`src/hw/rtl/sha1_message_digest_defines.svh`:
```
// assertion macros shared by the sha1 digest rtl
`ifndef SHA1_MESSAGE_DIGEST_DEFINES_SVH
`define SHA1_MESSAGE_DIGEST_DEFINES_SVH

// condition holds in the same cycle as the trigger
`define SHA1_ASSERT_SAME(lbl, trig, cond, msg) \
    lbl: assert property (@(posedge clk) disable iff (!rst_n) (trig) |-> (cond)) \
        else $error(msg);

// condition holds in the cycle after the trigger
`define SHA1_ASSERT_NEXT(lbl, trig, cond, msg) \
    lbl: assert property (@(posedge clk) disable iff (!rst_n) (trig) |=> (cond)) \
        else $error(msg);

`endif

```
`src/hw/rtl/sha1_pkg.sv`:
```
// shared types, constants and round functions for the sha1 digest block
package sha1_pkg;

    localparam int unsigned BLOCK_BITS = 512;
    localparam int unsigned NUM_ROUNDS = 80;
    localparam int unsigned HASH_WORDS = 5;

    localparam logic [31:0] SHA1_IV [HASH_WORDS] = '{
        32'h67452301, 32'hefcdab89, 32'h98badcfe, 32'h10325476, 32'hc3d2e1f0
    };

    localparam logic [31:0] K_0 = 32'h5a827999;
    localparam logic [31:0] K_1 = 32'h6ed9eba1;
    localparam logic [31:0] K_2 = 32'h8f1bbcdc;
    localparam logic [31:0] K_3 = 32'hca62c1d6;

    localparam logic [7:0] PAD_MARK = 8'b1000_0000;

    localparam logic [5:0] POS_LAST   = 6'd63;
    localparam logic [5:0] POS_LENGTH = 6'd56;
    localparam logic [6:0] ROUND_LAST = 7'(NUM_ROUNDS - 1);
    localparam logic [2:0] WORD_LAST  = 3'(HASH_WORDS - 1);

    // controller states
    typedef enum logic [2:0] {
        ST_IDLE,
        ST_PAD_MARK,
        ST_PAD_ZERO,
        ST_PAD_LEN,
        ST_ROUND,
        ST_UPDATE,
        ST_EMIT
    } sha1_state_t;

    // source of the byte shifted into the block
    typedef enum logic [1:0] {
        SEL_DATA,
        SEL_MARK,
        SEL_ZERO,
        SEL_LEN
    } byte_sel_t;

    typedef struct packed {
        logic      load_byte;
        byte_sel_t byte_sel;
        logic      count_len;
        logic      round_step;
        logic      chain_update;
        logic      finish;
        logic [2:0] word_sel;
    } sha1_cmd_t;

    typedef struct packed {
        logic pos_last;
        logic pos_at_len;
        logic round_last;
    } sha1_sts_t;

    function automatic logic [31:0] rotl(input logic [31:0] x, input int unsigned n);
        return (x << n) | (x >> (32 - n));
    endfunction

    // round-dependent boolean function
    function automatic logic [31:0] mix(input logic [6:0] t, input logic [31:0] b,
                                        input logic [31:0] c, input logic [31:0] d);
        logic [31:0] r;
        if (t < 7'd20)
            r = (b & c) | (~b & d);
        else if (t < 7'd40)
            r = b ^ c ^ d;
        else if (t < 7'd60)
            r = (b & c) | (b & d) | (c & d);
        else
            r = b ^ c ^ d;
        return r;
    endfunction

    function automatic logic [31:0] round_k(input logic [6:0] t);
        logic [31:0] r;
        if (t < 7'd20)
            r = K_0;
        else if (t < 7'd40)
            r = K_1;
        else if (t < 7'd60)
            r = K_2;
        else
            r = K_3;
        return r;
    endfunction

endpackage

```
`src/hw/rtl/sha1_datapath.sv`:
```
// sha1 datapath: block shift register, schedule, round unit, chaining state, length
module sha1_datapath
    import sha1_pkg::*;
(
    input  logic        clk,
    input  logic        rst_n,
    input  logic [7:0]  data_byte,
    input  sha1_cmd_t   cmd,
    output sha1_sts_t   sts,
    output logic [31:0] digest_word
);

    logic [BLOCK_BITS-1:0] blk_reg;
    logic [5:0]            pos_reg;
    logic [63:0]           len_reg;
    logic [6:0]            round_reg;
    logic [31:0]           work_reg  [HASH_WORDS];
    logic [31:0]           chain_reg [HASH_WORDS];

    logic [7:0]  len_byte;
    logic [7:0]  byte_mux;
    logic [31:0] w0, w2, w8, w13;
    logic [31:0] sched_word;
    logic [31:0] round_sum;

    // length bytes go out most significant first at positions 56..63
    assign len_byte = 8'(len_reg >> {~pos_reg[2:0], 3'b000});

    always_comb
    begin
        unique case (cmd.byte_sel)
            SEL_DATA: byte_mux = data_byte;
            SEL_MARK: byte_mux = PAD_MARK;
            SEL_ZERO: byte_mux = 8'h00;
            SEL_LEN:  byte_mux = len_byte;
        endcase
    end

    // schedule window taps, word 0 sits at the top of the block register
    assign w0  = blk_reg[BLOCK_BITS-1       -: 32];
    assign w2  = blk_reg[BLOCK_BITS-1-32*2  -: 32];
    assign w8  = blk_reg[BLOCK_BITS-1-32*8  -: 32];
    assign w13 = blk_reg[BLOCK_BITS-1-32*13 -: 32];
    assign sched_word = rotl(w13 ^ w8 ^ w2 ^ w0, 1);

    // one compression round
    assign round_sum = rotl(work_reg[0], 5)
                     + mix(round_reg, work_reg[1], work_reg[2], work_reg[3])
                     + work_reg[4] + w0 + round_k(round_reg);

    // block register: bytes shift in, schedule words roll through
    always_ff @(posedge clk)
    begin
        if (cmd.load_byte)
        begin
            blk_reg <= {blk_reg[BLOCK_BITS-9:0], byte_mux};
        end
        else if (cmd.round_step)
        begin
            blk_reg <= {blk_reg[BLOCK_BITS-33:0], sched_word};
        end
    end

    // control and hash state
    always_ff @(posedge clk or negedge rst_n)
    begin
        if (!rst_n)
        begin
            pos_reg   <= '0;
            len_reg   <= '0;
            round_reg <= '0;
            for (int i = 0; i < HASH_WORDS; i++)
            begin
                work_reg[i]  <= '0;
                chain_reg[i] <= SHA1_IV[i];
            end
        end
        else
        begin
            if (cmd.load_byte)
            begin
                pos_reg <= pos_reg + 6'd1;
                if (pos_reg == POS_LAST)
                begin
                    round_reg <= '0;
                    for (int i = 0; i < HASH_WORDS; i++)
                        work_reg[i] <= chain_reg[i];
                end
            end
            if (cmd.count_len)
                len_reg <= len_reg + 64'd8;
            if (cmd.round_step)
            begin
                work_reg[0] <= round_sum;
                work_reg[1] <= work_reg[0];
                work_reg[2] <= rotl(work_reg[1], 30);
                work_reg[3] <= work_reg[2];
                work_reg[4] <= work_reg[3];
                round_reg   <= (round_reg == ROUND_LAST) ? 7'd0 : round_reg + 7'd1;
            end
            if (cmd.chain_update)
            begin
                for (int i = 0; i < HASH_WORDS; i++)
                    chain_reg[i] <= chain_reg[i] + work_reg[i];
            end
            if (cmd.finish)
            begin
                pos_reg <= '0;
                len_reg <= '0;
                for (int i = 0; i < HASH_WORDS; i++)
                    chain_reg[i] <= SHA1_IV[i];
            end
        end
    end

    // digest word select
    always_comb
    begin
        unique case (cmd.word_sel)
            3'd0:    digest_word = chain_reg[0];
            3'd1:    digest_word = chain_reg[1];
            3'd2:    digest_word = chain_reg[2];
            3'd3:    digest_word = chain_reg[3];
            default: digest_word = chain_reg[4];
        endcase
    end

    assign sts.pos_last   = (pos_reg == POS_LAST);
    assign sts.pos_at_len = (pos_reg == POS_LENGTH);
    assign sts.round_last = (round_reg == ROUND_LAST);

endmodule

```
`config.mk`:
```
export PLATFORM = sky130hd
export DESIGN_NAME = sha1_datapath
export DESIGN_NICKNAME = d
export VERILOG_FILES = /design/src/hw/rtl/sha1_message_digest_defines.svh /design/src/hw/rtl/sha1_pkg.sv /design/src/hw/rtl/sha1_datapath.sv
export SDC_FILE = /design/constraint.sdc
export NUM_CORES = 2
export LEC_CHECK = 0
export BUFFER_PORTS_ARGS = -buffer_cell sky130_fd_sc_hd__buf_2
export CORE_MARGIN = 2
export CORE_UTILIZATION = 45
export DETAILED_ROUTE_END_ITERATION = 8
export PLACE_DENSITY = 0.57
export SETUP_SLACK_MARGIN = 0.05
export SYNTH_ARGS = -nofsm -noshare
export SYNTH_HDL_FRONTEND = slang
export SYNTH_SLANG_ARGS = --single-unit
```
`constraint.sdc`:
```
create_clock -name clk -period 7.52 [get_ports clk]
set_input_delay 2.256 -clock clk [delete_from_list [all_inputs] [get_ports clk]]
set_output_delay 2.256 -clock clk [all_outputs]
set_load 0.02 [all_outputs]
```
==> flow_metrics.tcl <==
set metrics [dict create \
    root_buffer "clkbuf_16" \
    grt_antenna_before_repair 0 \
    max_cap_violations 0 \
    drv_slew 0 \
    place_congestion 0.949 \
    cts.sink_count 906 \
    syn_avg_cell_area_um2 11.6 \
    path_class "flop to flop" \
    drc 0 \
    seq_area_frac_synth_pct 47.1 \
    cp.required_ps 8110 \
    final_antenna_net_count 0 \
    final-setup-viol-count 0 \
    p_leak_nw 25.0 \
    dpl_cell_area_um2 55800 \
    largest_reg_flops 512 \
    min_from "chain_reg[79]" \
    place_hpwl_mm 101 \
    post-route-min-period_ps 6520 \
    clock_latency_ps 720 \
    wl_mm 142 \
    die_w_um 350 \
    endpoint_kind "flop" \
    synth_top_family_by_area "multiplexers" \
    netlist_instances 4649 \
    utilization_pct 49.9 \
    hold_path_class "flop to flop" \
    synth_mux_area_share_pct 17.4 \
    cts.clk_slew.worst_paths_ps 60 \
    synth.distinct_cells 88 \
    r2r.worst_path.cells 23 \
    synth_fa_ha_area_share_pct 9.23 \
    synth-compound-area-share_pct 10.3 \
    cts_hold_buf 0 \
    yosysWarnings 0 \
    cts_resized 0 \
    synth_top_area_share_pct 28.6 \
    syn2layout_area_growth_pct 9.75 \
    fin_skew_ps 45.7 \
    grt_pass1_wl_mm 220 \
    via_per_inst 5.71 \
    dr.pass1.iters 6 \
    synth.most_common_cell "mux2_2" \
    finalPower_w 0.0285 \
    r2r_slack_ps 1000 \
    crit_fanout 20 \
    timing.rr.start "round_reg[4]" \
    cts_tree "yes" \
    synthTopCellsByCount "mux2_2, edfxtp_1, nand2_1, o21ai_0, dfrtp_1" \
    wire_per_inst_um 22.5 \
    rsz0062_at_grt "no" \
    ios 55 \
    cts_made_buffers 102 \
    drt-initial-drc-count 2973 \
    io_buffers 54 \
    vdd_ir_drop_max_v 0.000470 \
    ys_ff_latch 906 \
    synth-main-ff-cell "edfxtp_1" \
    fmax_mhz 153 \
    r2r_end "work_reg[156]" \
    drive_above_1_share_pct 19.3 \
    diodes 0 \
    hold_path_end "chain_reg[79]" \
    hold_viol 0 \
    synthTopCellsByArea "edfxtp_1, dfrtp_1, mux2_2" \
    grt_max_degree 177 \
    syn_area_um2 53800 \
    core_area_um2 118000 \
    design_area_um2 59000 \
    start_util_pct 45.4 \
    grt_pass1_vias 35937 \
    synthXorXnorAreaFrac_pct 4.90 \
    num_vias 36086 \
    nets 4982 \
    synth-simple-area-share_pct 8.08 \
    grt.overflow.total 0 \
    finalCritPeriodShare_pct 86.7 \
    post-cts-setup-buffers 0 \
    synth_nets 4991 \
    power.density_nw_per_um2 482 \
    worstMarginPinSlew_ps 1300 \
    critPathArrivalTime_ps 7110 \
    synth.largest_area_cell "edfxtp_1" \
    status "complete, no violations" \
    grt_usage_pct 23.3 \
    async_flop_share_pct 43.5 \
    fin_tns_setup_ps 0 \
    dieHeight_um 350 \
    clock_path_buffers 3 \
    synth_edf_count 512 \
    htreeDepth 3 \
    hold_depth 2 \
    fp-row-count 126 \
    slew_headroom_pct 13.4 \
    start_kind "flop" \
    fin_hold_ws_ps 521 \
    dieArea_um2 122000 \
]
placed cells by master (no fill, tap or decap), types with 197 or more instances in the layout:
master,instances
xnor2_1,204
o21ai_0,337
mux2_2,524
ha_1,197
edfxtp_1,512
nand2_1,406
a21oi_1,216
inv_1,218
dfrtp_1,314
mux2i_1,246
nor2_1,297
layer usage:
metal,global-route usage [%],vias to the layer above,share of wire (%)
li1,-,16856,-
met1,32.7,18204,46
met2,37.8,819,47
met3,2.65,207,4.2
met4,7.27,0,2.8
met5,0,-,0
power breakdown:
| group | leakage [nW] | internal, W | switching [W] |
|---|---|---|---|
| clock network | 1.58 | 0.00283 | 0.00213 |
| registers | 10.2 | 0.00690 | 0.00167 |
| logic | 13.2 | 0.00665 | 0.00828 |
kinds of logic after synthesis:
kind of cell    count (synthesis)
simple gates                  974
flops                         906
compound gates                904
mux                           815
buf+inv                       427
fa+ha+maj                     322
xor+xnor                      301
through the flow:
stage,instances,worst slack (ps)
2_1_floorplan,4649,116
3_3_place_gp,6136,1040
3_5_place_dp,6136,1030
4_1_cts,6317,1030
5_1_grt,6317,467
6_report,6317,1000
how the worst max path moves through the flow:
stage,start,end,slack [ps],cells after the start
final,round_reg[4],work_reg[156],1000,23
after global routing,round_reg[4],work_reg[158],470,23
after CTS,cmd[0],digest_word[1],1030,5
after floorplan,cmd[5],blk_reg[0],120,5
after detailed placement,cmd[0],digest_word[6],1030,5
after global placement,cmd[0],digest_word[5],1040,5
cell type report:
cell class	count	area, um2
fill	10588	59400
clock buffer	132	2730
sequential	906	25300
clock inverter	49	528
tap	1600	2000
timing repair buffer	94	751
multi-input combinational	3316	26900
inverter	220	827
worst max-delay path, cell delays in order (launching register included):
cell       delay (ps)
dfrtp_1           510
a41oi_1           390
nand2_1           190
inv_1              50
buf_4             240
nor2_2            840
inv_1             290
nor2_1            160
nor2_1             80
fa_1              530
inv_1              50
fa_1              500
inv_1              40
ha_1              380
nand4_1           200
or2_2             350
nor4_1            260
nand2b_1          110
a21oi_1           260
nor2_1            100
o21ai_0           360
and2_1            220
o2111ai_1         120
o311a_1           160
Power figures use the tool's default switching activity.
