--- config.mk ---
export PLATFORM = sky130hd
export DESIGN_NAME = sha1_controller
export DESIGN_NICKNAME = d
export VERILOG_FILES = /design/src/hw/rtl/sha1_pkg.sv /design/src/hw/rtl/sha1_controller.sv
export VERILOG_INCLUDE_DIRS = /design/src /design/src/hw/rtl
export SDC_FILE = /design/constraint.sdc
export NUM_CORES = 1
export LEC_CHECK = 0
export BUFFER_PORTS_ARGS = -buffer_cell sky130_fd_sc_hd__buf_2
export CAP_MARGIN = 20
export CELL_PAD_IN_SITES_DETAIL_PLACEMENT = 1
export CELL_PAD_IN_SITES_GLOBAL_PLACEMENT = 2
export CORE_AREA = 2 2 70 45
export DETAILED_ROUTE_END_ITERATION = 16
export DIE_AREA = 0 0 72 47
export GPL_ROUTABILITY_DRIVEN = 0
export MAX_ROUTING_LAYER = met4
export PLACE_DENSITY_LB_ADDON = 0.1
export SLEW_MARGIN = 10
export SYNTH_ARGS = -nofsm -noshare
export SYNTH_HDL_FRONTEND = slang
export SYNTH_SLANG_ARGS = --single-unit
--- constraint.sdc ---
create_clock -name clk -period 1.5 [get_ports clk]
set_clock_uncertainty 0.15 [all_clocks]
set_input_delay 0.225 -clock clk [delete_from_list [all_inputs] [get_ports clk]]
set_output_delay 0.225 -clock clk [all_outputs]
set_load 0.05 [all_outputs]
--- src/hw/rtl/sha1_message_digest_defines.svh ---
// assertion macros shared by the sha1 digest rtl
`ifndef SHA1_MESSAGE_DIGEST_DEFINES_SVH
`define SHA1_MESSAGE_DIGEST_DEFINES_SVH

// condition holds in the same cycle as the trigger
`define SHA1_ASSERT_SAME(lbl, trig, cond, msg) \
    lbl: assert property (@(posedge clk) disable iff (!rst_n) (trig) |-> (cond)) \
        else $error(msg);

// condition holds in the cycle after the trigger
`define SHA1_ASSERT_NEXT(lbl, trig, cond, msg) \
    lbl: assert property (@(posedge clk) disable iff (!rst_n) (trig) |=> (cond)) \
        else $error(msg);

`endif

--- src/hw/rtl/sha1_pkg.sv ---
// shared types, constants and round functions for the sha1 digest block
package sha1_pkg;

    localparam int unsigned BLOCK_BITS = 512;
    localparam int unsigned NUM_ROUNDS = 80;
    localparam int unsigned HASH_WORDS = 5;

    localparam logic [31:0] SHA1_IV [HASH_WORDS] = '{
        32'h67452301, 32'hefcdab89, 32'h98badcfe, 32'h10325476, 32'hc3d2e1f0
    };

    localparam logic [31:0] K_0 = 32'h5a827999;
    localparam logic [31:0] K_1 = 32'h6ed9eba1;
    localparam logic [31:0] K_2 = 32'h8f1bbcdc;
    localparam logic [31:0] K_3 = 32'hca62c1d6;

    localparam logic [7:0] PAD_MARK = 8'b1000_0000;

    localparam logic [5:0] POS_LAST   = 6'd63;
    localparam logic [5:0] POS_LENGTH = 6'd56;
    localparam logic [6:0] ROUND_LAST = 7'(NUM_ROUNDS - 1);
    localparam logic [2:0] WORD_LAST  = 3'(HASH_WORDS - 1);

    // controller states
    typedef enum logic [2:0] {
        ST_IDLE,
        ST_PAD_MARK,
        ST_PAD_ZERO,
        ST_PAD_LEN,
        ST_ROUND,
        ST_UPDATE,
        ST_EMIT
    } sha1_state_t;

    // source of the byte shifted into the block
    typedef enum logic [1:0] {
        SEL_DATA,
        SEL_MARK,
        SEL_ZERO,
        SEL_LEN
    } byte_sel_t;

    typedef struct packed {
        logic      load_byte;
        byte_sel_t byte_sel;
        logic      count_len;
        logic      round_step;
        logic      chain_update;
        logic      finish;
        logic [2:0] word_sel;
    } sha1_cmd_t;

    typedef struct packed {
        logic pos_last;
        logic pos_at_len;
        logic round_last;
    } sha1_sts_t;

    function automatic logic [31:0] rotl(input logic [31:0] x, input int unsigned n);
        return (x << n) | (x >> (32 - n));
    endfunction

    // round-dependent boolean function
    function automatic logic [31:0] mix(input logic [6:0] t, input logic [31:0] b,
                                        input logic [31:0] c, input logic [31:0] d);
        logic [31:0] r;
        if (t < 7'd20)
            r = (b & c) | (~b & d);
        else if (t < 7'd40)
            r = b ^ c ^ d;
        else if (t < 7'd60)
            r = (b & c) | (b & d) | (c & d);
        else
            r = b ^ c ^ d;
        return r;
    endfunction

    function automatic logic [31:0] round_k(input logic [6:0] t);
        logic [31:0] r;
        if (t < 7'd20)
            r = K_0;
        else if (t < 7'd40)
            r = K_1;
        else if (t < 7'd60)
            r = K_2;
        else
            r = K_3;
        return r;
    endfunction

endpackage

--- src/hw/rtl/sha1_controller.sv ---
// sha1 controller: byte intake, padding sequence, round sequencing, digest output
`include "sha1_message_digest_defines.svh"

module sha1_controller
    import sha1_pkg::*;
(
    input  logic       clk,
    input  logic       rst_n,
    input  logic       in_valid,
    output logic       in_ready,
    input  logic       has_byte,
    input  logic       last,
    output logic       out_valid,
    input  logic       out_ready,
    output logic [2:0] word_index,
    output logic       last_word,
    output sha1_cmd_t  cmd,
    input  sha1_sts_t  sts
);

    sha1_state_t state_reg, state_next;
    sha1_state_t resume_reg, resume_next;
    logic [2:0]  idx_reg, idx_next;
    logic        in_accept;
    logic        out_accept;

    assign in_ready   = (state_reg == ST_IDLE);
    assign out_valid  = (state_reg == ST_EMIT);
    assign in_accept  = in_valid && in_ready;
    assign out_accept = out_valid && out_ready;
    assign word_index = idx_reg;
    assign last_word  = (idx_reg == WORD_LAST);

    // state registers
    always_ff @(posedge clk or negedge rst_n)
    begin
        if (!rst_n)
        begin
            state_reg  <= ST_IDLE;
            resume_reg <= ST_IDLE;
            idx_reg    <= '0;
        end
        else
        begin
            state_reg  <= state_next;
            resume_reg <= resume_next;
            idx_reg    <= idx_next;
        end
    end

    // next state and datapath commands
    always_comb
    begin
        state_next       = state_reg;
        resume_next      = resume_reg;
        idx_next         = idx_reg;
        cmd.load_byte    = 1'b0;
        cmd.byte_sel     = SEL_DATA;
        cmd.count_len    = 1'b0;
        cmd.round_step   = 1'b0;
        cmd.chain_update = 1'b0;
        cmd.finish       = 1'b0;
        cmd.word_sel     = idx_reg;

        unique case (state_reg)
            ST_IDLE:
            begin
                if (in_accept)
                begin
                    if (has_byte)
                    begin
                        cmd.load_byte = 1'b1;
                        cmd.count_len = 1'b1;
                    end
                    if (has_byte && sts.pos_last)
                    begin
                        state_next  = ST_ROUND;
                        resume_next = last ? ST_PAD_MARK : ST_IDLE;
                    end
                    else if (last)
                    begin
                        state_next = ST_PAD_MARK;
                    end
                end
            end
            ST_PAD_MARK:
            begin
                cmd.load_byte = 1'b1;
                cmd.byte_sel  = SEL_MARK;
                if (sts.pos_last)
                begin
                    state_next  = ST_ROUND;
                    resume_next = ST_PAD_ZERO;
                end
                else
                begin
                    state_next = ST_PAD_ZERO;
                end
            end
            ST_PAD_ZERO:
            begin
                if (sts.pos_at_len)
                begin
                    state_next = ST_PAD_LEN;
                end
                else
                begin
                    cmd.load_byte = 1'b1;
                    cmd.byte_sel  = SEL_ZERO;
                    if (sts.pos_last)
                    begin
                        state_next  = ST_ROUND;
                        resume_next = ST_PAD_ZERO;
                    end
                end
            end
            ST_PAD_LEN:
            begin
                cmd.load_byte = 1'b1;
                cmd.byte_sel  = SEL_LEN;
                if (sts.pos_last)
                begin
                    state_next  = ST_ROUND;
                    resume_next = ST_EMIT;
                end
            end
            ST_ROUND:
            begin
                cmd.round_step = 1'b1;
                if (sts.round_last)
                    state_next = ST_UPDATE;
            end
            ST_UPDATE:
            begin
                cmd.chain_update = 1'b1;
                state_next       = resume_reg;
            end
            ST_EMIT:
            begin
                if (out_accept)
                begin
                    if (idx_reg == WORD_LAST)
                    begin
                        cmd.finish = 1'b1;
                        idx_next   = '0;
                        state_next = ST_IDLE;
                    end
                    else
                    begin
                        idx_next = idx_reg + 3'd1;
                    end
                end
            end
            default:
            begin
                state_next = ST_IDLE;
            end
        endcase
    end

    // checks
    `SHA1_ASSERT_NEXT(a_round_to_update, (state_reg == ST_ROUND) && sts.round_last, state_reg == ST_UPDATE, "last round did not lead to chain update")
    `SHA1_ASSERT_NEXT(a_block_full_compress, cmd.load_byte && sts.pos_last, state_reg == ST_ROUND, "full block did not start compression")
    `SHA1_ASSERT_NEXT(a_word_advance, out_accept && (idx_reg != WORD_LAST), idx_reg == $past(idx_reg) + 3'd1, "digest word index did not advance")
    `SHA1_ASSERT_NEXT(a_digest_done, out_accept && (idx_reg == WORD_LAST), (state_reg == ST_IDLE) && (idx_reg == 3'd0), "digest did not end after fifth word")
    `SHA1_ASSERT_SAME(a_pad_no_input, (state_reg != ST_IDLE), !in_ready && !cmd.count_len, "input taken while busy")

endmodule

==> results.md, run 1 <==
* Die area at about 0.0034 mm2
* Clock sink total at 9
* Mapped Nets at 97
* RSZ-0062 raised after global routing: true
* Commonest non-fill, non-tap cell in the layout: sky130_fd_sc_hd__buf_4
* Mean number of vias per cell at 4.49
* Post-Place Cells at 154
* Initial core utilization at 0.259
* Area overhead of the layout relative to synthesis at 84.9%
* Net count, final at 151
* Type of the setup path with the least slack: flop to output pin
* Startpoint type of the worst setup path: flop
* Fin crit period at 1.72 ns
* CTS H-Tree Depth at 1
* Highest fanout seen on the critical path at 3
* Horiz. Die Dim at roughly 72 um
* DRT iter0 DRCs at 11
* Number of nets still failing antenna checks after routing at 0
* Async SR Flop Fraction at 1.00
* Worst-case vdd ir drop at roughly 680 uV
* Final std cell area, no fill at 0.00132 mm2
* Post-synth cell types at 32
* Sum of internal, switching and leakage power at between 3 and 4 mW
* Clk Latency, worst-skew pair at around 0.23 ns
* DRT Wirelength at 2360 um
* Min Hold Slack at 0.159 ns
* Number of buffers between clock root and the deepest sink at 2
* Worst path required time at ~1.1 ns
* Number of max-slew violations in the final report at 0
* Number of setup violations in the final report at 15
* Ant diodes at 0
* Yosys warning total at 0
* Share of final-layout standard cells stronger than drive strength 1 at 0.633
* Routed length per instance at about 14 um
* Global routing usage summed across all routing layers at 0.154
* Number of global-route vias before repair at around 730
* Most used flip-flop cell after synthesis: sky130_fd_sc_hd__dfrtp_1
* Final cycle utilization of the critical path at 1.15
* Run status: complete, but fails checks
* Fill count at 329
* CTS tree: built
* Mean instance size in the synthesized netlist at 8.29 um2
* Area leader, netlist: sky130_fd_sc_hd__dfrtp_1
* Placement Cell Area at 0.00101 mm2
* Number of synthesized flops with an enable pin at 0
* First-pass DRT Iterations at 4
* Leakage at roughly 0.65 nW
* Setup Total Neg Slack at -1.37 ns
* Top Ports at 25
* Clock slew at the register clock pins of the worst setup and hold paths at 0.05 ns
* Finished Layout Cells at roughly 170
* Overflow left after global routing at 0
* Area fraction of the dominant cell type after synthesis at 0.316
* Worst rel slew slack at 0.834
* Post-route DRC violation count at 0
* Maximum number of pins on one net before global-route repair at 10
* Number of cell rows at 15
* Instance count of the mapped netlist at 86
* Post-DP HPWL at 1690 um
* Area contributors post-synth: sky130_fd_sc_hd__dfrtp_1 32%, sky130_fd_sc_hd__a21oi_1 4.9%, sky130_fd_sc_hd__o21ai_1 4.2%
* Port-buffer cells at 24
* Via total after detailed routing at 777
* Share of the yosys chip area belonging to registers at 0.316
* Slew of the pin with the lowest slew margin at 0.247 ns
* Highest-count cells in the layout ignoring fill and taps: 24 x sky130_fd_sc_hd__buf_4, 14 x sky130_fd_sc_hd__buf_2, 12 x sky130_fd_sc_hd__buf_6, 7 x sky130_fd_sc_hd__a21oi_1
* Max cap viols at 0
* #FFs+latches synth at 9
* Final Hold Violating Endpoints at 0
* Maximum clock frequency at 580 MHz
* Kind of capture point of the worst setup path: output pin
* Wire length of the first global-routing pass at around 3700 um
* Std-Cell Core Area at 0.00276 mm2
* Clock buffer count from CTS at 3
* Data arrival time of the critical path at 1.35 ns
* Overall die height at 47 um
* Failing checks: negative setup slack
* Clk Tree Root Cell: sky130_fd_sc_hd__clkbuf_8
* Class of the most critical hold timing path: input pin to flop
* Mapped cell area at 713 um2
* Final worst setup slack at -0.223 ns
* Power density over the cells at 2460 mW/mm2
* Antenna violations before repair at 0
## kinds of logic after synthesis
logic type      count (synthesis)  synth area share
fa+ha+maj                       2            0.0351
flops                           9             0.316
buf+inv                        15             0.114
simple gates                   33             0.270
compound gates                 25             0.223
mux                             2            0.0421
## path summary, 6_finish.rpt
kind / startpoint / end / slack [ns] / depth (start not counted)
max in group asynchronous: rst_n / word_index[0] / 0.76 / 2
hold reg to reg: resume_reg[0] / resume_reg[0] / 0.33 / 1
setup reg to reg: state_reg[0] / word_index[1] / -0.14 / 5
setup / recovery: state_reg[1] / cmd[9] / -0.22 / 5
hold / removal: out_ready / word_index[2] / 0.16 / 3
min in group asynchronous: rst_n / state_reg[1] / 0.24 / 2
## routing by layer
| metal | wire, um | up-vias | global-route usage |
|---|---|---|---|
| li1 | - | 402 | - |
| met1 | 1290 | 359 | 0.224 |
| met2 | 965 | 16 | 0.217 |
| met3 | 101 | 0 | 0.0472 |
| met4 | 0 | 0 | 0.0113 |
| met5 | 0 | - | - |
## synth_stat cells, types with 2 or more instances
cell type and n:
sky130_fd_sc_hd__a21oi_1 7, sky130_fd_sc_hd__nand2_1 7, sky130_fd_sc_hd__o22ai_1 3, sky130_fd_sc_hd__ha_1 2, sky130_fd_sc_hd__inv_1 7, sky130_fd_sc_hd__a211oi_1 2
sky130_fd_sc_hd__mux2_4 2, sky130_fd_sc_hd__dfrtp_1 9, sky130_fd_sc_hd__a31oi_1 2, sky130_fd_sc_hd__nor2_1 6, sky130_fd_sc_hd__or2_1 2, sky130_fd_sc_hd__nor3_1 2
sky130_fd_sc_hd__and3_1 4, sky130_fd_sc_hd__o21ai_1 6, sky130_fd_sc_hd__nor2b_1 4, sky130_fd_sc_hd__buf_2 2, sky130_fd_sc_hd__buf_4 4
## area by class of cell
cell class / count / area, um2 / share of cell area
clock buffers: 4 / 45.0 / 0.0342
well taps: 34 / 42.5 / 0.0323
multi-input cells: 62 / 497 / 0.377
flip-flops and latches: 9 / 230 / 0.175
inverters: 8 / 33.8 / 0.0256
repair buffers: 56 / 470 / 0.357
## through the flow
stage               worst slack, ns  utilization
finish                       -0.223        0.478
global route                 -0.273        0.478
CTS                          -0.219        0.444
detailed placement          -0.0843        0.366
global placement            -0.0689        0.366
floorplan                    -0.238            -
## worst max-delay path: stages (launching register included)
cell                      delay, ns
sky130_fd_sc_hd__dfrtp_1       0.39
sky130_fd_sc_hd__nor2b_4       0.14
sky130_fd_sc_hd__or2_4         0.22
sky130_fd_sc_hd__a31oi_1       0.15
sky130_fd_sc_hd__nor2_1        0.07
sky130_fd_sc_hd__buf_6         0.15
## repair_timing
item / in CTS / in global routing
pin swaps: 5 / 4
hold buffers: 1 / 0
hold endpoints to repair: 9 / 0
resized for setup: 33 / 11
buffers inserted: 7 / 7
setup endpoints to repair: 11 / 16
## report_power, final
part	internal, mW	switching (mW)	total [mW]
Clock	0.185	0.0946	0.280
Combinational	1.12	1.35	2.46
Sequential	0.369	0.133	0.502
Total	1.67	1.58	3.25
Power figures use the tool's default switching activity.
==> run 2: changes to the inputs <==
ABC_AREA = 1   (was not set)
CORE_AREA = 2 2 73 47   (was 2 2 70 45)
DIE_AREA = 0 0 75 49   (was 0 0 72 47)
MAX_ROUTING_LAYER = not set   (was met4)
==> run 2 against run 1 <==
  * Critical path type unchanged
  * Global-route usage fell by 0.27 points
  * Largest power group unchanged
  * Combinational power rose by 22%
  * Count of clock-buffer cells in the layout did not move
  * Die area rose by 8.6%
  * Critical path depth rose by 1
  * Non-clock buffer count rose by 3
  * Maximum frequency fell by 2.1%
  * Register-to-register slack improved by 0.12 ns
  * Sequential power rose by 4%
  * Highest routed layer is now met4
  * The flow still finishes with violations (negative setup slack)
==> results.md, run 2 <==
* Run status: complete, but fails checks
* Failing checks: negative setup slack
* Die area at 0.00368 mm2
* Share of total power in sequential cells at 0.137
* RSZ-0062 raised after global routing: true
* Clock share of power at 0.075
* Highest fanout seen on the critical path at 4
* #FFs+latches synth at 9
* Mean instance size in the synthesized netlist at 7.15 um2
* Max layer used: met4
* Setup slack on the worst flop-to-flop path at -0.02 ns
* Leakage at 0.745 nW
* Routed length per instance at 13.4 um
* Number of max-slew violations in the final report at 0
* Commonest non-fill, non-tap cell in the layout: sky130_fd_sc_hd__buf_4
* Number of setup violations in the final report at 14
* CTS tree: built
* Kind of capture point of the worst setup path: output pin
* Ant diodes at 0
* Async SR Flop Fraction at 1.00
* Fin crit period at ~1.8 ns
* Number of synthesized flops with an enable pin at 0
* Net count, final at 172
* Internal power of the cells at 1.80 mW
* Initial core utilization at 0.238
* Most common cell in the synthesized netlist: sky130_fd_sc_hd__nand2_1
* Instance count of the mapped netlist at 102
* Final Hold Violating Endpoints at 0
* Mapped Nets at 113
* Horiz. Die Dim at 75 um
* Std-Cell Core Area at 0.00306 mm2
* Min Hold Slack at 0.203 ns
* Maximum clock frequency at 568 MHz
* Met3 layer wire length in the routed design at 100 um
* Number of cell rows at 16
* Overall die height at ~50 um
* Clk Tree Root Cell: sky130_fd_sc_hd__clkbuf_8
* Number of nets still failing antenna checks after routing at 0
* Share of final-layout standard cells stronger than drive strength 1 at 0.688
* Mean number of vias per cell at 4.23
* Worst path required time at 1.12 ns
* Most used standard cells in the synthesized netlist: 29 x sky130_fd_sc_hd__nand2_1, 11 x sky130_fd_sc_hd__inv_1, 9 x sky130_fd_sc_hd__dfrtp_1
* Max cap viols at 0
* Met2 WL at 1230 um
* Worst-case vdd ir drop at 804 uV
* Mapped cell area at approximately 730 um2
* Overflow left after global routing at 0
* Clock slew at the register clock pins of the worst setup and hold paths at 0.05 ns
* Area overhead of the layout relative to synthesis at 102%
* Maximum number of pins on one net before global-route repair at 10
* Slew of the pin with the lowest slew margin at 0.313 ns
* Area leader, netlist: sky130_fd_sc_hd__dfrtp_1
* Final worst setup slack at -0.259 ns
* Placement Setup Slack at -0.179 ns
* Share of the yosys chip area belonging to registers at 0.309
* Antenna violations before repair at 0
* Final cycle utilization of the critical path at 1.17
* Area fraction of the dominant cell type after synthesis at 0.309
* First-pass DRT Iterations at 4
* Number of buffer and inverter instances along the worst setup path at 2
* Sum of internal, switching and leakage power at 3.81 mW
* Top Ports at 25
* Global routing usage summed across all routing layers at 0.151
* Reg area at 231 um2
* Number of global-route vias before repair at 836
* Most common cell type on the critical path: sky130_fd_sc_hd__nor2_4
* Net switching component of the power at between 2 and 2.5 mW
* Comb power frac at 0.788
* Power density over the cells at 2580 mW/mm2
* Type of the setup path with the least slack: flop to output pin
* DRT Wirelength at 2760 um
* Post-route DRC violation count at 0
* DRT iter0 DRCs at 30
* Fraction of power spent switching nets at 0.527
* Cell Chain, Critical Path: nor2_4, inv_4, nor2_4, nand3_4, a31oi_4, buf_6
* Slowest-stage cell, CP: sky130_fd_sc_hd__dfrtp_2
* Largest delay share family, worst path: flip-flops
* M1 wire length at 1410 um
* Clock sink total at 9
* Clk Latency, worst-skew pair at 0.23 ns
* Yosys warning total at 0
* Number of buffers between clock root and the deepest sink at 2
* Area contributors post-synth: sky130_fd_sc_hd__dfrtp_1 31%, sky130_fd_sc_hd__nand2_1 15%, sky130_fd_sc_hd__nor2_4 6.2%
* Post-synth cell types at 26
* Via total after detailed routing at 868
* Wire length of the first global-routing pass at between 4000 and 5000 um
* Delay contributed by the slowest stage of the critical path at 0.44 ns
* Clock buffer count from CTS at 3
* Worst rel slew slack at 0.791
* Post-DP HPWL at 1990 um
* Fill count at approximately 350
* Total area of multi-input combinational cells at around 570 um2
* Data arrival time of the critical path at 1.38 ns
* Class of the most critical hold timing path: input pin to flop
* Startpoint type of the worst setup path: flop
* CTS H-Tree Depth at 1
* Port-buffer cells at 24
* Most used flip-flop cell after synthesis: sky130_fd_sc_hd__dfrtp_1
* Highest-count cells in the layout ignoring fill and taps: 26 x sky130_fd_sc_hd__buf_4, 19 x sky130_fd_sc_hd__nand2_1, 15 x sky130_fd_sc_hd__buf_2, 12 x sky130_fd_sc_hd__buf_6
## run 2: final cells by class
cell class / count / share of cell area
inverter: 16 / 0.0535
tap: 45 / 0.0382
clock buffer: 4 / 0.0306
sequential: 9 / 0.157
multi-input combinational: 72 / 0.388
timing repair buffer: 59 / 0.333
## run 2: path summary, 6_finish.rpt
kind                       cells past startpoint     startpoint       endpoint
setup / recovery                               6   state_reg[0]         cmd[9]
max in group asynchronous                      2          rst_n  word_index[1]
hold reg to reg                                2  resume_reg[2]  resume_reg[2]
min in group asynchronous                      2          rst_n  resume_reg[2]
setup reg to reg                              10   state_reg[2]  resume_reg[2]
hold / removal                                 5           last  resume_reg[0]
## run 2: cells by family after synthesis
family                   Yosys count  synth area share
AO/OA/AOI/OAI                      9            0.0721
XOR/XNOR                           1            0.0120
adder cells (fa/ha/maj)            2            0.0343
buffers and inverters             21             0.139
flip-flops                         9             0.309
AND/OR/NAND/NOR                   60             0.434
## run 2: worst reg2reg max path, stage by stage (launching register included)
cell                      delay, ns
sky130_fd_sc_hd__dfrtp_2       0.39
sky130_fd_sc_hd__buf_6         0.12
sky130_fd_sc_hd__buf_6         0.11
sky130_fd_sc_hd__inv_8         0.04
sky130_fd_sc_hd__buf_6         0.11
sky130_fd_sc_hd__nand3_2       0.06
sky130_fd_sc_hd__nand2_2       0.07
sky130_fd_sc_hd__nor2_4        0.16
sky130_fd_sc_hd__nand2_4       0.09
sky130_fd_sc_hd__nand2_1       0.06
sky130_fd_sc_hd__nand2_1       0.04
## run 2: per-layer routing
layer	GRT usage	vias up
met3	0.0496	2
met2	0.199	15
met4	0.0179	0
li1	-	439
met1	0.242	412
met5	0	-
## run 2: repair_timing
item                       in CTS  in global routing
buffers inserted               15                  6
resized for setup              41                 21
setup endpoints to repair      15                 16
hold endpoints to repair        9                  0
cloned                          0                  0
pin swaps                      12                 16
hold buffers                    1                  0
## run 2: through the flow
step | setup TNS [ns] | instance area, um2 | cells | utilization
floorplan | -1.21 | 827 | 102 | -
global placement | -0.393 | 1080 | 181 | 0.352
detailed placement | -0.421 | 1080 | 181 | 0.352
CTS | -1.51 | 1360 | 200 | 0.445
global route | -2.53 | 1470 | 205 | 0.481
finish | -1.61 | 1470 | 205 | 0.481
## run 2: power groups by stage
stage / logic [mW] / registers (mW) / clock network (mW)
2_1_floorplan: 1.50 / 0.633 / 0
3_3_place_gp: 2.18 / 0.506 / 0
3_5_place_dp: 2.19 / 0.519 / 0
4_1_cts: 2.75 / 0.510 / 0.291
5_1_grt: 3.20 / 0.537 / 0.312
6_report: 3.00 / 0.520 / 0.287
==> run 3: changes to the inputs <==
clock period = 1.75 ns   (was 1.5 ns; I/O delays follow)
==> run 3 against run 2 <==
  * The run still ends with negative setup slack left
  * Register-to-register slack better by 0.22 ns
  * First-iteration DRC count down 53%
  * Non-clock buffer count is 22 lower
  * Count of clock-buffer cells in the layout stayed put
  * Clock power is 13% lower
  * Via count down 12%
  * Cell area is 20% lower
  * Total power fell by 30%
  * Routed wire length shrank 14%
  * Utilization is 9.8 points lower
  * Die area unchanged
  * Critical path type unchanged
  * Largest power group unchanged
==> results.md, run 3 (synthesized netlist as in run 2, its figures left out) <==
* Leakage at 0.593 nW
* Placement Setup Slack at 0.0470 ns
* Ant diodes at 0
* Failing checks: negative setup slack
* Number of nets still failing antenna checks after routing at 0
* Highest fanout seen on the critical path at 10
* Highest-count cells in the layout ignoring fill and taps: 26 x sky130_fd_sc_hd__nand2_1, 15 x sky130_fd_sc_hd__buf_2, 11 x sky130_fd_sc_hd__buf_4, 8 x sky130_fd_sc_hd__inv_2
* Clk Tree Root Cell: sky130_fd_sc_hd__clkbuf_8
* Number of buffers between clock root and the deepest sink at 2
* Kind of capture point of the worst setup path: output pin
* Share of final-layout standard cells stronger than drive strength 1 at 0.536
* Maximum number of pins on one net before global-route repair at 11
* Worst path required time at 1.34 ns
* Most used routing layer: met1
* Antenna violations before repair at 0
* Initial core utilization at 0.238
* Max cap viols at 0
* Wire length of the first global-routing pass at 3770 um
* End-of-flow core utilization at 0.383
* Slew of the pin with the lowest slew margin at 0.294 ns
* Commonest non-fill, non-tap cell in the layout: sky130_fd_sc_hd__nand2_1
* Final Hold Violating Endpoints at 0
* Placement Cell Area at around 960 um2
* GR Util met1 at 0.226
* Final cycle utilization of the critical path at 1.03
* DRT Wirelength at 2370 um
* Class of the most critical hold timing path: input pin to flop
* Port-buffer cells at 24
* Via total after detailed routing at approximately 760
* RSZ-0062 raised after global routing: true
* Met3 usage at 0.0372
* Std-Cell Core Area at a little over 0.003 mm2
* Data arrival time of the critical path at 1.38 ns
* Power density over the cells at 2270 mW/mm2
* Global routing usage summed across all routing layers at 0.140
* Run status: complete, but fails checks
* Number of cell rows at 16
* Net count, final at 150
* Die area at 0.00368 mm2
* GRT met2 Usage at 0.177
* Number of global-route vias before repair at 750
* CTS tree: built
* Overall die height at 49 um
* Finished Layout Cells at 183
* Final std cell area, no fill at 0.00117 mm2
* Top Ports at 25
* Worst rel slew slack at 0.802
* Startpoint type of the worst setup path: flop
* First-pass DRT Iterations at 4
* Post-DP HPWL at a little under 2000 um
* Mean number of vias per cell at 4.17
* Setup Total Neg Slack at -0.0463 ns
* Fin crit period at 1.80 ns
* Final worst setup slack at -0.0463 ns
* Number of setup violations in the final report at 1
* Maximum clock frequency at 557 MHz
* Clock sink total at 9
* Horiz. Die Dim at 75 um
* Clk Latency, worst-skew pair at 0.23 ns
* Area overhead of the layout relative to synthesis at 60.9%
* Clock buffer count from CTS at 3
* Type of the setup path with the least slack: flop to output pin
* Post-Place Cells at 172
* Worst-case vdd ir drop at between 600 and 700 uV
* Post-route DRC violation count at 0
* Clock slew at the register clock pins of the worst setup and hold paths at 0.05 ns
* Number of max-slew violations in the final report at 0
* DRT iter0 DRCs at 14
* Routed length per instance at 13.0 um
* CTS H-Tree Depth at 1
* Overflow left after global routing at 0
[run 3: final timing paths]
path                                from       endpoint  slack, ns  cells after the start
max                         state_reg[2]         cmd[9]      -0.05                      5
min                            out_ready  word_index[2]       0.20                      3
max reg2reg                 state_reg[2]  resume_reg[1]       0.20                      8
min reg2reg                resume_reg[0]  resume_reg[0]       0.32                      2
max in group asynchronous          rst_n  word_index[0]       0.96                      2
min in group asynchronous          rst_n  word_index[2]       0.28                      2
[run 3: layout make-up]
| type | count | area (um2) |
|---|---|---|
| clock buffers | 4 | 45.0 |
| fillers | 400 | 1890 |
| inverters | 16 | 62.6 |
| multi-input cells | 72 | 474 |
| flip-flops and latches | 9 | 231 |
| well taps | 45 | 56.3 |
| repair buffers | 37 | 304 |
[run 3: routing by layer]
metal | share of wire | vias to the layer above
met5 | 0 | -
met4 | 0.0089 | 0
met3 | 0.027 | 2
met2 | 0.42 | 9
met1 | 0.55 | 358
li1 | - | 394
[run 3: worst max-delay path, stage by stage, from the launching register on]
cell and delay (ns):
sky130_fd_sc_hd__dfrtp_2 0.45, sky130_fd_sc_hd__buf_12 0.16, sky130_fd_sc_hd__nor2_4 0.13, sky130_fd_sc_hd__nand3_4 0.09, sky130_fd_sc_hd__a31oi_4 0.14, sky130_fd_sc_hd__buf_6 0.17
[run 3: power by group]
group / leakage [nW] / switching (mW) / total, mW / internal (mW)
logic: 0.463 / 1.26 / 1.97 / 0.707
clock network: 0.0228 / 0.0900 / 0.250 / 0.159
registers: 0.107 / 0.127 / 0.449 / 0.322
total: 0.593 / 1.48 / 2.67 / 1.19
[run 3: stage by stage]
| step | power, mW | hold slack, ns |
|---|---|---|
| floorplan | 1.72 | -0.183 |
| global placement | 2.12 | -0.0176 |
| detailed placement | 2.13 | -0.00752 |
| CTS | 2.49 | 0.235 |
| global route | 2.85 | 0.217 |
| finish | 2.67 | 0.201 |
[run 3: repair_timing]
item | 4_1_cts | 5_1_grt
gates cloned | 0 | 0
resized for setup | 18 | 18
pin swaps | 6 | 6
setup endpoints to repair | 8 | 8
setup buffers | 1 | 5
hold buffers | 1 | 0
endpoints found under the hold margin | 9 | 0
